--- config.mk ---
export PLATFORM = sky130hd
export DESIGN_NAME = button_matrix_report_engine
export DESIGN_NICKNAME = d
export VERILOG_FILES = /design/src/hdl/bmre_pkg.sv /design/src/hdl/button_matrix_report_engine.sv /design/src/hdl/bmre_config.sv /design/src/hdl/bmre_front.sv /design/src/hdl/bmre_queue.sv /design/src/hdl/bmre_back.sv
export SDC_FILE = /design/constraint.sdc
export NUM_CORES = 2
export LEC_CHECK = 0
export ABC_AREA = 1
export BUFFER_PORTS_ARGS = -buffer_cell sky130_fd_sc_hd__buf_2
export CORE_UTILIZATION = 40
export CTS_BUF_LIST = sky130_fd_sc_hd__clkbuf_4 sky130_fd_sc_hd__clkbuf_8
export CTS_CLUSTER_DIAMETER = 200
export DETAILED_ROUTE_END_ITERATION = 8
export GPL_TIMING_DRIVEN = 0
export PLACE_DENSITY = 0.57
export RECOVER_POWER = 25
export SLEW_MARGIN = 20
export SYNTH_ARGS = -nofsm -noshare
export SYNTH_HDL_FRONTEND = slang
export SYNTH_SLANG_ARGS = --single-unit
--- constraint.sdc ---
create_clock -name clk -period 3.25 [get_ports clk]
set_input_delay 0 -clock clk [delete_from_list [all_inputs] [get_ports clk]]
set_output_delay 0 -clock clk [all_outputs]
set_load 0.01 [all_outputs]
--- src/hdl/bmre_pkg.sv ---
// Shared types and constants of the button matrix report engine.
`default_nettype none

package bmre_pkg;

    localparam int MASK_W      = 42;
    localparam int KEY_W       = 6;
    localparam int BTN_W       = 5;
    localparam int TICK_W      = 8;
    localparam int CFG_INDEX_W = 3;
    localparam int QUEUE_DEPTH = 2;

    localparam logic [MASK_W-1:0] SWITCH_MASK_RESET = 42'h30C00004000;
    localparam logic [KEY_W-1:0]  LEVEL_KEY_RESET   = 6'd16;
    localparam logic [TICK_W-1:0] BLINK_TICKS_RESET = 8'd2;
    localparam logic [TICK_W-1:0] PULSE_TICKS_RESET = 8'd200;

    // Configuration register indexes.
    typedef enum logic [CFG_INDEX_W-1:0] {
        REG_SWITCH_MASK   = 3'd0,
        REG_INVERTED_MASK = 3'd1,
        REG_LEVEL_KEY     = 3'd2,
        REG_LEVEL_INV     = 3'd3,
        REG_BLINK_MODE    = 3'd4,
        REG_BLINK_TICKS   = 3'd5,
        REG_PULSE_TICKS   = 3'd6
    } cfg_index_t;

    // Activity blink edge selection.
    typedef enum logic [1:0] {
        BLINK_ANY  = 2'd0,
        BLINK_RISE = 2'd1,
        BLINK_FALL = 2'd2,
        BLINK_NONE = 2'd3
    } blink_mode_t;

    // Kind of work handed from the front to the back.
    typedef enum logic [1:0] {
        OP_TICK   = 2'd0,
        OP_SAMPLE = 2'd1,
        OP_IGNORE = 2'd2
    } op_kind_t;

    typedef struct packed {
        logic [MASK_W-1:0] switch_mask;
        logic [MASK_W-1:0] inverted_mask;
        logic [KEY_W-1:0]  level_led_key;
        logic              level_led_inverted;
        logic [1:0]        blink_edge_mode;
        logic [TICK_W-1:0] blink_ticks;
        logic [TICK_W-1:0] pulse_ticks;
    } cfg_t;

    typedef struct packed {
        op_kind_t         kind;
        logic [KEY_W-1:0] key;
        logic             pressed;
        logic             switch_mode;
        logic             inverted;
        logic             blink_on_change;
        logic             level_match;
        logic             device_select;
        logic [BTN_W-1:0] button_number;
    } op_t;

endpackage

`default_nettype wire

--- src/hdl/button_matrix_report_engine.sv ---
// Top level of the button matrix report engine.
`default_nettype none

// The engine takes one item per cycle: either a key sample from the scanned
// switch matrix (action 0) or a one-millisecond tick (action 1), and returns
// exactly one result per item, in order. A key sample produces a button report
// with its device, button number and value after the key's mode rules; a tick
// or a sample of a key outside the matrix produces a result whose report fields
// are zero. Both LED fields show the state after the item has been applied.
// Inside, a front stage classifies each item against the configuration and
// writes it into a two-entry queue; a back stage pops one operation per cycle
// unless the output holds its result, updates the per-key level, pulse flag and
// pulse countdown flops plus the blink countdown, and loads a result register.
// Sustained throughput is one transfer per cycle on both sides, set by the
// single back-stage update per cycle; each item passes through a queue entry
// and then the result register before its result is presented on the output.
// On a tick all per-key pulse countdowns drop in parallel in that same cycle.
// The input side and the output side stall independently: up to two items
// queue while the output is held. Configuration writes are always taken
// (cfg_ready is constant high) and must only be issued while the engine is idle.
module button_matrix_report_engine
    import bmre_pkg::*;
#(
    parameter int MATRIX_ROWS        = 7,
    parameter int MATRIX_COLUMNS     = 6,
    parameter int BUTTONS_PER_DEVICE = 32
)
(
    input  wire logic                   clk,
    input  wire logic                   rst_n,

    input  wire logic                   in_valid,
    output logic                        in_stall,
    input  wire logic                   action,
    input  wire logic [KEY_W-1:0]       key_number,
    input  wire logic                   pressed,

    output logic                        out_valid,
    input  wire logic                   out_stall,
    output logic                        report_valid,
    output logic                        device_select,
    output logic [BTN_W-1:0]            button_number,
    output logic                        button_value,
    output logic                        blink_led,
    output logic                        level_led,

    input  wire logic                   cfg_valid,
    output logic                        cfg_ready,
    input  wire logic [CFG_INDEX_W-1:0] cfg_index,
    input  wire logic [MASK_W-1:0]      cfg_data
);

    localparam int KEY_COUNT = MATRIX_ROWS * MATRIX_COLUMNS;

    cfg_t cfg;
    op_t  front_op;
    op_t  head_op;
    logic queue_full;
    logic queue_empty;
    logic op_take;

    // Configuration writes complete in the cycle they are presented.
    assign cfg_ready = 1'b1;

    bmre_config u_config (
        .clk      (clk),
        .rst_n    (rst_n),
        .wr_en    (cfg_valid && cfg_ready),
        .wr_index (cfg_index),
        .wr_data  (cfg_data),
        .cfg      (cfg)
    );

    bmre_front #(
        .KEY_COUNT          (KEY_COUNT),
        .BUTTONS_PER_DEVICE (BUTTONS_PER_DEVICE)
    ) u_front (
        .action     (action),
        .key_number (key_number),
        .pressed    (pressed),
        .cfg        (cfg),
        .op         (front_op)
    );

    // The input is held off only when the queue has no free entry.
    assign in_stall = queue_full;

    bmre_queue u_queue (
        .clk     (clk),
        .rst_n   (rst_n),
        .push    (in_valid && !queue_full),
        .push_op (front_op),
        .pop     (op_take),
        .head_op (head_op),
        .full    (queue_full),
        .empty   (queue_empty)
    );

    bmre_back #(
        .KEY_COUNT (KEY_COUNT)
    ) u_back (
        .clk           (clk),
        .rst_n         (rst_n),
        .cfg           (cfg),
        .op            (head_op),
        .op_avail      (!queue_empty),
        .op_take       (op_take),
        .res_valid     (out_valid),
        .res_stall     (out_stall),
        .report_valid  (report_valid),
        .device_select (device_select),
        .button_number (button_number),
        .button_value  (button_value),
        .blink_led     (blink_led),
        .level_led     (level_led)
    );

endmodule

`default_nettype wire

--- src/hdl/bmre_config.sv ---
// Configuration register file of the button matrix report engine.
`default_nettype none

module bmre_config
    import bmre_pkg::*;
(
    input  wire logic                   clk,
    input  wire logic                   rst_n,
    input  wire logic                   wr_en,
    input  wire logic [CFG_INDEX_W-1:0] wr_index,
    input  wire logic [MASK_W-1:0]      wr_data,
    output cfg_t                        cfg
);

    cfg_t cfg_reg;
    cfg_t cfg_next;

    always_comb
    begin
        cfg_next = cfg_reg;
        if (wr_en)
        begin
            case (wr_index)
                REG_SWITCH_MASK:   cfg_next.switch_mask        = wr_data;
                REG_INVERTED_MASK: cfg_next.inverted_mask      = wr_data;
                REG_LEVEL_KEY:     cfg_next.level_led_key      = wr_data[KEY_W-1:0];
                REG_LEVEL_INV:     cfg_next.level_led_inverted = wr_data[0];
                REG_BLINK_MODE:    cfg_next.blink_edge_mode    = wr_data[1:0];
                REG_BLINK_TICKS:   cfg_next.blink_ticks        = wr_data[TICK_W-1:0];
                REG_PULSE_TICKS:   cfg_next.pulse_ticks        = wr_data[TICK_W-1:0];
                default:           cfg_next = cfg_reg;
            endcase
        end
    end

    always_ff @(posedge clk or negedge rst_n)
    begin
        if (!rst_n)
        begin
            cfg_reg.switch_mask        <= SWITCH_MASK_RESET;
            cfg_reg.inverted_mask      <= '0;
            cfg_reg.level_led_key      <= LEVEL_KEY_RESET;
            cfg_reg.level_led_inverted <= 1'b0;
            cfg_reg.blink_edge_mode    <= BLINK_ANY;
            cfg_reg.blink_ticks        <= BLINK_TICKS_RESET;
            cfg_reg.pulse_ticks        <= PULSE_TICKS_RESET;
        end
        else
        begin
            cfg_reg <= cfg_next;
        end
    end

    assign cfg = cfg_reg;

endmodule

`default_nettype wire

--- src/hdl/bmre_front.sv ---
// Front stage: classifies an incoming sample or tick into an operation.
`default_nettype none

module bmre_front
    import bmre_pkg::*;
#(
    parameter int KEY_COUNT          = 42,
    parameter int BUTTONS_PER_DEVICE = 32
)
(
    input  wire logic             action,
    input  wire logic [KEY_W-1:0] key_number,
    input  wire logic             pressed,
    input  cfg_t                  cfg,
    output op_t                   op
);

    localparam int CMP_W = 9;
    localparam int REM_W = 8;
    localparam int REM_STEPS = 8;

    logic [REM_W-1:0] rem;
    logic             in_range;

    // Key number modulo the device size. Each multiple of the device size from one
    // to seven times it is compared against the key on its own, and the largest multiple that fits
    // is subtracted, so no subtraction waits on another.
    always_comb
    begin
        rem = REM_W'(key_number);
        for (int i = 1; i < REM_STEPS; i++)
        begin
            if (int'(key_number) >= i * BUTTONS_PER_DEVICE)
            begin
                rem = REM_W'(int'(key_number) - i * BUTTONS_PER_DEVICE);
            end
        end
    end

    assign in_range = CMP_W'(key_number) < CMP_W'(KEY_COUNT);

    always_comb
    begin
        op.key           = key_number;
        op.pressed       = pressed;
        op.switch_mode   = 1'b0;
        op.inverted      = 1'b0;
        op.level_match   = key_number == cfg.level_led_key;
        op.device_select = REM_W'(key_number) >= REM_W'(BUTTONS_PER_DEVICE);
        op.button_number = rem[BTN_W-1:0];

        if (key_number < KEY_W'(MASK_W))
        begin
            op.switch_mode = cfg.switch_mask[key_number];
            op.inverted    = cfg.inverted_mask[key_number];
        end

        case (cfg.blink_edge_mode)
            BLINK_ANY:  op.blink_on_change = 1'b1;
            BLINK_RISE: op.blink_on_change = pressed;
            BLINK_FALL: op.blink_on_change = !pressed;
            default:    op.blink_on_change = 1'b0;
        endcase

        if (action)
        begin
            op.kind = OP_TICK;
        end
        else if (in_range)
        begin
            op.kind = OP_SAMPLE;
        end
        else
        begin
            op.kind = OP_IGNORE;
        end
    end

endmodule

`default_nettype wire

--- src/hdl/bmre_queue.sv ---
// Short operation queue between the front and the back.
`default_nettype none

module bmre_queue
    import bmre_pkg::*;
(
    input  wire logic clk,
    input  wire logic rst_n,
    input  wire logic push,
    input  op_t       push_op,
    input  wire logic pop,
    output op_t       head_op,
    output logic      full,
    output logic      empty
);

    localparam int PTR_W = (QUEUE_DEPTH > 1) ? $clog2(QUEUE_DEPTH) : 1;
    localparam int CNT_W = $clog2(QUEUE_DEPTH + 1);

    op_t              entry_reg [QUEUE_DEPTH];
    logic [PTR_W-1:0] wr_ptr_reg;
    logic [PTR_W-1:0] wr_ptr_next;
    logic [PTR_W-1:0] rd_ptr_reg;
    logic [PTR_W-1:0] rd_ptr_next;
    logic [CNT_W-1:0] count_reg;
    logic [CNT_W-1:0] count_next;

    assign full    = count_reg == CNT_W'(QUEUE_DEPTH);
    assign empty   = count_reg == '0;
    assign head_op = entry_reg[rd_ptr_reg];

    always_comb
    begin
        wr_ptr_next = wr_ptr_reg;
        rd_ptr_next = rd_ptr_reg;
        count_next  = count_reg;
        if (push)
        begin
            wr_ptr_next = (wr_ptr_reg == PTR_W'(QUEUE_DEPTH - 1)) ? '0 : wr_ptr_reg + 1'b1;
        end
        if (pop)
        begin
            rd_ptr_next = (rd_ptr_reg == PTR_W'(QUEUE_DEPTH - 1)) ? '0 : rd_ptr_reg + 1'b1;
        end
        if (push && !pop)
        begin
            count_next = count_reg + 1'b1;
        end
        else if (pop && !push)
        begin
            count_next = count_reg - 1'b1;
        end
    end

    always_ff @(posedge clk)
    begin
        if (push)
        begin
            entry_reg[wr_ptr_reg] <= push_op;
        end
    end

    always_ff @(posedge clk or negedge rst_n)
    begin
        if (!rst_n)
        begin
            wr_ptr_reg <= '0;
            rd_ptr_reg <= '0;
            count_reg  <= '0;
        end
        else
        begin
            wr_ptr_reg <= wr_ptr_next;
            rd_ptr_reg <= rd_ptr_next;
            count_reg  <= count_next;
        end
    end

    assert property (@(posedge clk) disable iff (!rst_n)
        count_reg <= CNT_W'(QUEUE_DEPTH))
        else $error("queue fill count beyond its depth");

    assert property (@(posedge clk) disable iff (!rst_n)
        pop |-> !empty)
        else $error("queue popped while empty");

endmodule

`default_nettype wire

--- src/hdl/bmre_back.sv ---
// Back stage: per-key state, countdowns, LEDs and the result register.
`default_nettype none

module bmre_back
    import bmre_pkg::*;
#(
    parameter int KEY_COUNT = 42
)
(
    input  wire logic              clk,
    input  wire logic              rst_n,
    input  cfg_t                   cfg,
    input  op_t                    op,
    input  wire logic              op_avail,
    output logic                   op_take,
    output logic                   res_valid,
    input  wire logic              res_stall,
    output logic                   report_valid,
    output logic                   device_select,
    output logic [BTN_W-1:0]       button_number,
    output logic                   button_value,
    output logic                   blink_led,
    output logic                   level_led
);

    localparam int KEY_IDX_W = (KEY_COUNT > 1) ? $clog2(KEY_COUNT) : 1;

    logic              prev_reg  [KEY_COUNT];
    logic              sent_reg  [KEY_COUNT];
    logic [TICK_W-1:0] pulse_reg [KEY_COUNT];
    logic [TICK_W-1:0] blink_cnt_reg;
    logic [TICK_W-1:0] blink_cnt_next;
    logic              led_state_reg;
    logic              led_state_next;

    logic              out_valid_reg;
    logic              report_valid_reg;
    logic              device_select_reg;
    logic [BTN_W-1:0]  button_number_reg;
    logic              button_value_reg;
    logic              blink_led_reg;
    logic              level_led_reg;

    logic [KEY_IDX_W-1:0] idx;
    logic                 is_tick;
    logic                 is_sample;
    logic                 changed;
    logic                 restart;
    logic [TICK_W-1:0]    pulse_k;
    logic                 sent_k;
    logic                 value;

    assign op_take   = op_avail && (!out_valid_reg || !res_stall);
    assign idx       = KEY_IDX_W'(op.key);
    assign is_tick   = op_take && (op.kind == OP_TICK);
    assign is_sample = op_take && (op.kind == OP_SAMPLE);

    always_comb
    begin
        changed  = op.pressed != prev_reg[idx];
        restart  = changed && op.switch_mode;
        pulse_k  = restart ? cfg.pulse_ticks : pulse_reg[idx];
        sent_k   = restart ? 1'b0 : sent_reg[idx];

        if (op.switch_mode)
        begin
            value = (pulse_k != '0) || !sent_k;
        end
        else
        begin
            value = op.pressed ^ op.inverted;
        end

        blink_cnt_next = blink_cnt_reg;
        led_state_next = led_state_reg;
        if (is_tick)
        begin
            if (blink_cnt_reg != '0)
            begin
                blink_cnt_next = blink_cnt_reg - 1'b1;
            end
        end
        else if (is_sample)
        begin
            if (changed && op.blink_on_change)
            begin
                blink_cnt_next = cfg.blink_ticks;
            end
            if (op.level_match)
            begin
                led_state_next = op.pressed ^ cfg.level_led_inverted;
            end
        end
    end

    always_ff @(posedge clk or negedge rst_n)
    begin
        if (!rst_n)
        begin
            for (int i = 0; i < KEY_COUNT; i++)
            begin
                prev_reg[i]  <= 1'b0;
                sent_reg[i]  <= 1'b0;
                pulse_reg[i] <= '0;
            end
            blink_cnt_reg <= '0;
            led_state_reg <= 1'b0;
        end
        else
        begin
            for (int i = 0; i < KEY_COUNT; i++)
            begin
                if (is_tick)
                begin
                    if (pulse_reg[i] != '0)
                    begin
                        pulse_reg[i] <= pulse_reg[i] - 1'b1;
                    end
                end
                else if (is_sample && (idx == KEY_IDX_W'(i)))
                begin
                    prev_reg[i]  <= op.pressed;
                    pulse_reg[i] <= pulse_k;
                    sent_reg[i]  <= op.switch_mode ? 1'b1 : sent_k;
                end
            end
            blink_cnt_reg <= blink_cnt_next;
            led_state_reg <= led_state_next;
        end
    end

    always_ff @(posedge clk or negedge rst_n)
    begin
        if (!rst_n)
        begin
            out_valid_reg <= 1'b0;
        end
        else if (op_take)
        begin
            out_valid_reg <= 1'b1;
        end
        else if (!res_stall)
        begin
            out_valid_reg <= 1'b0;
        end
    end

    always_ff @(posedge clk)
    begin
        if (op_take)
        begin
            report_valid_reg  <= op.kind == OP_SAMPLE;
            device_select_reg <= (op.kind == OP_SAMPLE) && op.device_select;
            button_number_reg <= (op.kind == OP_SAMPLE) ? op.button_number : '0;
            button_value_reg  <= (op.kind == OP_SAMPLE) && value;
            blink_led_reg     <= blink_cnt_next != '0;
            level_led_reg     <= led_state_next;
        end
    end

    assign res_valid     = out_valid_reg;
    assign report_valid  = report_valid_reg;
    assign device_select = device_select_reg;
    assign button_number = button_number_reg;
    assign button_value  = button_value_reg;
    assign blink_led     = blink_led_reg;
    assign level_led     = level_led_reg;

    assert property (@(posedge clk) disable iff (!rst_n)
        out_valid_reg && !report_valid_reg |->
            !device_select_reg && (button_number_reg == '0) && !button_value_reg)
        else $error("result without report carries button fields");

    assert property (@(posedge clk) disable iff (!rst_n)
        $past(op_take) |-> blink_led_reg == (blink_cnt_reg != '0))
        else $error("activity LED does not match blink countdown");

    assert property (@(posedge clk) disable iff (!rst_n)
        $past(op_take) |-> level_led_reg == led_state_reg)
        else $error("second LED does not match its state");

endmodule

`default_nettype wire
# Word level (Yosys, flattened, before mapping)
# Memory sizes are Yosys's and may differ from the RTL's.
# Cells that the tools add are included.
# op_classes
add_sub_neg	48
magnitude_cmp	6
n_eq_ne	96
n_mux	163
n_bitwise	4
reduce_logical	246
# ops
operator	count
8-bit two-way mux	133
8-bit nonzero test	45
8-bit by 1-bit subtractor with 8-bit output, second input constant	43
2-bit AND reduction	91
6-bit by 5-bit equality test with 1-bit output, second input constant	16
2-bit nonzero test	43
2-bit inequality test, second input constant	42
6-bit equality test, second input constant	10
1-bit logical AND	52
8-bit binary-select mux with 6-bit select	1
6-bit by 4-bit equality test with 1-bit output, second input constant	8
1-bit binary-select mux with 6-bit select	4
6-bit by 3-bit equality test with 1-bit output, second input constant	4
1-bit two-way mux	18
6-bit by 2-bit equality test with 1-bit output, second input constant	2
6-bit greater-or-equal comparator, second input constant	2
6-bit less-than comparator, second input constant	2
2-bit two-way mux	5
3-bit equality test, second input constant	3
1-bit logical NOT	8
7-bit greater-or-equal comparator, second input constant	1
6-bit by 7-bit less-than comparator with 1-bit output, second input constant	1
6-bit NOT with 7-bit output	1
3-bit by 2-bit equality test with 1-bit output, second input constant	2
other kinds (19)	26
# word_totals
register_bits	553
mem_bits_rw	38
input_bits	58
output_inout_bits	13
elab_cells	709
mem_count	1
# mem_list
name	depth	width	read_ports	rd_ports_with_merged_regs	write_ports	line	source
u_queue.entry_reg	2	19	1	0	1	bmre_queue.sv:20	op_t entry_reg [QUEUE_DEPTH];

# Depth between registers and ports, before layout
# An unclocked memory read counts as a cell.
# depth
word_depth	12
mapped_depth	24
ltp_nobuf	20

# Cells and area by module
# Synthesis repeated with hierarchy kept, for this count alone.
# hier_totals
cells_unflattened	4625
area_unflattened_um2	34862.2
# by_module_without_submodules
module	n_inst	cells_per_inst	area_each_um2	seq_area_each_um2
bmre_back	1	3786	27624.0	11060.6
bmre_config	1	484	4362.9	2740.1
bmre_queue	1	84	1655.3	1241.2
bmre_front	1	266	1194.9	0.0
button_matrix_report_engine	1	5	25.0	0.0

# Worst setup path after synthesis
# OpenSTA, ideal clock, no wires.
# synth_path
path_type	register -> register
from	register u_queue.rd_ptr_reg
to	register u_back.pulse_reg[39] in the netlist's numbering
setup_time_ns	0.122
arrival_time_ns	2.418
required_time_ns	3.128
slack_ns	0.711
stages_incl_launch_ff	19
n_path_buf	5
synth_period_minus_slack_ns	2.539
cell_sequence	dfrtp_1 buf_6 o21ai_1 buf_2 nor2_1 buf_2 nand2_1 nand2_1 o21ai_2 nand3_2 nand2_2 nand2_4 nand2_2 buf_6 inv_2 o21a_1 o21ai_2 buf_6 a21oi_2
# synth_between
elab_chain_len	10
elab_cells_between_ends	22
classes_between	4 x eq/ne; 9 x mux; 1 x bitwise; 7 x reduce/logical; 1 x memory
# synth_rtl
element	line	source
start, declared	bmre_queue.sv:23	logic [PTR_W-1:0] rd_ptr_reg;
start signal, assigned	bmre_queue.sv:74	rd_ptr_reg <= rd_ptr_next;
memory read 2 x 19 bit (*)	--	
6-bit NOT with 7-bit output (not written as such)	bmre_back.sv:60, bmre_back.sv:62	
1-bit binary-select mux with 6-bit select	bmre_back.sv:60	changed = op.pressed != prev_reg[idx];
1-bit two-way mux (not written as such) (2 in series)	bmre_back.sv:60	
1-bit inequality test	bmre_back.sv:60	
1-bit logical AND	bmre_back.sv:61	restart = changed && op.switch_mode;
8-bit two-way mux	bmre_back.sv:62	pulse_k = restart ? cfg.pulse_ticks : pulse_reg[idx];
8-bit two-way mux	bmre_back.sv:120	else if (is_sample && (idx == KEY_IDX_W'(i)))
8-bit two-way mux	bmre_back.sv:113	if (is_tick)
end signal, assigned by index	bmre_back.sv:117	pulse_reg[i] <= pulse_reg[i] - 1'b1;
end signal, assigned by index	bmre_back.sv:123	pulse_reg[i] <= pulse_k;
end, declared	bmre_back.sv:30	logic [TICK_W-1:0] pulse_reg [KEY_COUNT];
# Mark *: on every way between the ends. The rest lies on a longest branch, timed or not. The select of a mux whose other input is x is not followed.
# A chain may end at the register's enable or synchronous reset.

# Worst setup path after layout
# layout_path
from	register u_queue.rd_ptr_reg
to	register u_back.pulse_reg[7] in the netlist's numbering
# Same word-level chain as after synthesis.

==> impl_metrics.env <==
export IMPL_status="complete, but fails checks"
export IMPL_violations="max-capacitance violations, max-slew violations, negative setup slack"
export IMPL_synth_top_area_share_pct=39.9
export IMPL_totalWireLength_mm=145
export IMPL_required_ns=3.90
export IMPL_cap_violations=3
export IMPL_yosysWarnings=0
export IMPL_cp_end_kind="flip-flop"
export IMPL_ys_seq_area_share_pct=44.1
export IMPL_rows=105
export IMPL_synth_edf_count=38
export IMPL_grt_max_degree=95
export IMPL_leakagePower_nw=19.8
export IMPL_crit_fanout=8
export IMPL_rsz0062_at_grt="yes"
export IMPL_utilization_pct=51.2
export IMPL_critPathKind="flip-flop to flip-flop"
export IMPL_hold_path_class="primary input to flip-flop"
export IMPL_synth_nets=4624
export IMPL_clockBufferDepth=3
export IMPL_synth_cells_most_frequent="843 x nor2_1, 753 x nand2_1, 533 x dfrtp_1"
export IMPL_max_freq_ghz=0.290
export IMPL_reg2reg_from="u_queue.rd_ptr_reg$_DFFE_PN0P_"
export IMPL_vdd_ir_drop_max_mv=0.839
export IMPL_synth_top_cell_by_area="dfrtp_1"
export IMPL_finalSetupViolCount=325
export IMPL_cts_root_buf="clkbuf_8"
export IMPL_die_area_mm2=0.0848
export IMPL_cts_buffers=107
export IMPL_synth_area_leaders="dfrtp_1 40%, nor2_1 9.5%, nand2_1 8.5%"
export IMPL_grt_pass1_wl_mm=207
export IMPL_cp_endpoint="u_back.pulse_reg[7]$_DFFE_PN0P_"
export IMPL_ys_types=47
export IMPL_dieWidth_um=291
export IMPL_drcViolationCount=0
export IMPL_cts_max_level=3
export IMPL_via_per_inst=5.72
export IMPL_routedWlPerCell_um=24.0
export IMPL_first_pass_iters=6
export IMPL_p_per_area_mw_per_mm2=1360
export IMPL_areaGrowthSynthToFinish_pct=26.1
export IMPL_clkLatencyLatePin_ns=0.79
export IMPL_cts_sinks=581
export IMPL_cts_tree="built"
export IMPL_fin_ws_ns=-0.194
export IMPL_start_util_pct=40.6
export IMPL_slew_headroom_pct=-48.1
export IMPL_cp_start_kind="flip-flop"
export IMPL_die_h_um=291
export IMPL_clk_pin_slew_worst_paths_ns=0.06
export IMPL_largest_register_ff_count=336
export IMPL_rr_endpoint="u_back.pulse_reg[7]$_DFFE_PN0P_"
export IMPL_vias=34632
export IMPL_syn_inst=4521
export IMPL_crit_arrival_ns=4.09
export IMPL_drtIter0Drc=4715
export IMPL_crit_start="u_queue.rd_ptr_reg$_DFFE_PN0P_"
export IMPL_overflow=0
export IMPL_finalClockSkew_ns=0.0703
export IMPL_core_mm2=0.0824
export IMPL_min_period_ns=3.44
export IMPL_track_usage_pct=32.9
export IMPL_n_fill_cell=7982
export IMPL_synthFlopType="dfrtp_1"
export IMPL_dpl_hpwl_mm=95.5
export IMPL_ys_ff_latch=581
export IMPL_r2r_slack_ns=-0.19
export IMPL_worst_r2r_path_depth=20
export IMPL_ant_nets=0
export IMPL_place_gp_congestion=1.00
export IMPL_slew_viol_final=215
export IMPL_syn_area_mm2=0.0334
export IMPL_synth_most_common_cell="nor2_1"
export IMPL_avgSynthCellArea_um2=7.40
export IMPL_grt_pass1_vias=31595
export IMPL_fin_crit_sh_pct=106
export IMPL_total_power_w=0.0572
export IMPL_ys_async_sr_fraction_pct=93.5
export IMPL_worst_slew_pin_slew_ns=2.22
export IMPL_hold_violations=0
export IMPL_io_buffers=69
export IMPL_nNetsFinal=4999
export IMPL_antenna_found_initial=4
export IMPL_pin_count=71
export IMPL_drive_above_1_share_pct=18.2
[how the worst min path moves through the flow]
| stage | from | slack (ns) | to | cells past startpoint |
|---|---|---|---|---|
| 6_report | cfg_data[40] | 0.05 | u_config.cfg[107]$_DFFE_PN1P_ | 4 |
| 3_3_place_gp | pressed | 0.24 | u_queue.entry_reg[1][10]$_DFFE_PP_ | 1 |
| 4_1_cts | key_number[5] | 0.002 | u_queue.entry_reg[1][16]$_DFFE_PP_ | 2 |
| 2_1_floorplan | rst_n | -0.30 | u_back.blink_cnt_reg[0]$_DFF_PN0_ | 0 |
| 5_1_grt | cfg_data[28] | 0.07 | u_config.cfg[95]$_DFFE_PN0P_ | 4 |
| 3_5_place_dp | rst_n | -0.08 | u_back.pulse_reg[299]$_DFFE_PN0P_ | 1 |
[per-stage QoR]
step / TNS (ns) / setup WS [ns] / cells / hold WS (ns) / area [µm²]
floorplan: 0 / 0.711 / 4521 / -0.296 / 33400
global placement: -5904.20 / -10.12 / 5660 / 0.237 / 35100
detailed placement: -418.68 / -1.54 / 5666 / -0.0820 / 35300
CTS: -1.18 / -0.0400 / 6001 / 0.00169 / 40700
global route: -42.82 / -0.203 / 6051 / 0.0671 / 42200
finish: -25.54 / -0.194 / 6052 / 0.0526 / 42200
[area by class of cell]
cell class,count,area (µm²),area share (%)
Multi-Input combinational cell,3197,16800,39.9
Sequential cell,581,14700,35.0
Timing Repair Buffer,265,2840,6.73
Buffer,216,2150,5.10
Clock buffer,168,2070,4.90
Inverter,528,2000,4.74
Tap cell,1070,1340,3.17
Clock inverter,24,190,0.451
Antenna cell,3,7.51,0.0178
[routing by layer]
| layer | vias to the layer above | GRT usage, % | wire length (µm) |
|---|---|---|---|
| met1 | 16452 | 44.9 | 58400 |
| met4 | 2 | 17.6 | 8700 |
| met5 | - | 0 | 12 |
| li1 | 15794 | - | - |
| met3 | 437 | 6.29 | 15700 |
| met2 | 1947 | 49.4 | 62700 |
[layout by cell type (no fill, tap or decap), drive strengths merged, types with 6 or more instances in the layout]
cell,count
a31oi,36
nor2,848
mux2i,6
ha,45
clkinv,17
dfrtp,533
or2,33
o21ai,530
nand2,773
xnor2,16
o221ai,12
edfxtp,38
o22ai,157
dlygate4sd3,71
nand3,79
clkbuf,294
nand3b,6
buf,280
xor2,10
a22oi,172
dfstp,10
nand4,29
a21oi,428
inv,530
[logic make-up after synthesis]
group / synth area share [%]
flip-flops: 44.1
other: 0.0112
buffers and inverters: 9.16
XOR/XNOR: 0.681
adder cells (fa/ha/maj): 1.68
multiplexers: 0.180
AO/OA/AOI/OAI: 23.1
AND/OR/NAND/NOR: 21.1
[critical path: stages, from the launching register on]
cell	delay (ns)
dfrtp_1	0.37
buf_6	0.16
inv_6	0.04
buf_8	0.12
nand2_4	0.06
nand2_4	0.06
buf_12	0.15
nand2_8	0.15
buf_16	0.22
buf_12	0.15
buf_12	0.11
o22ai_1	0.06
o21ai_1	0.25
nand2_1	0.11
o21ai_2	0.28
nand3_2	0.14
o21a_1	0.24
o21ai_4	0.13
buf_12	0.19
buf_6	0.18
a21oi_1	0.10
[what timing repair did]
action                                  CTS  global route
endpoints found under the setup margin  410           381
endpoints found under the hold margin   524             0
hold buffers                             72             0
cloned                                   14            17
gates resized for setup                 439           251
buffers inserted                         57            31
pin swaps                                26            62
[power by group]
group	internal, W	switching, W	total (W)
Combinational	0.0139	0.0228	0.0366
Clock	0.00413	0.00350	0.00763
Sequential	0.0104	0.00245	0.0129
Total	0.0284	0.0287	0.0572
No activity file was read; power rests on OpenSTA's default activity.
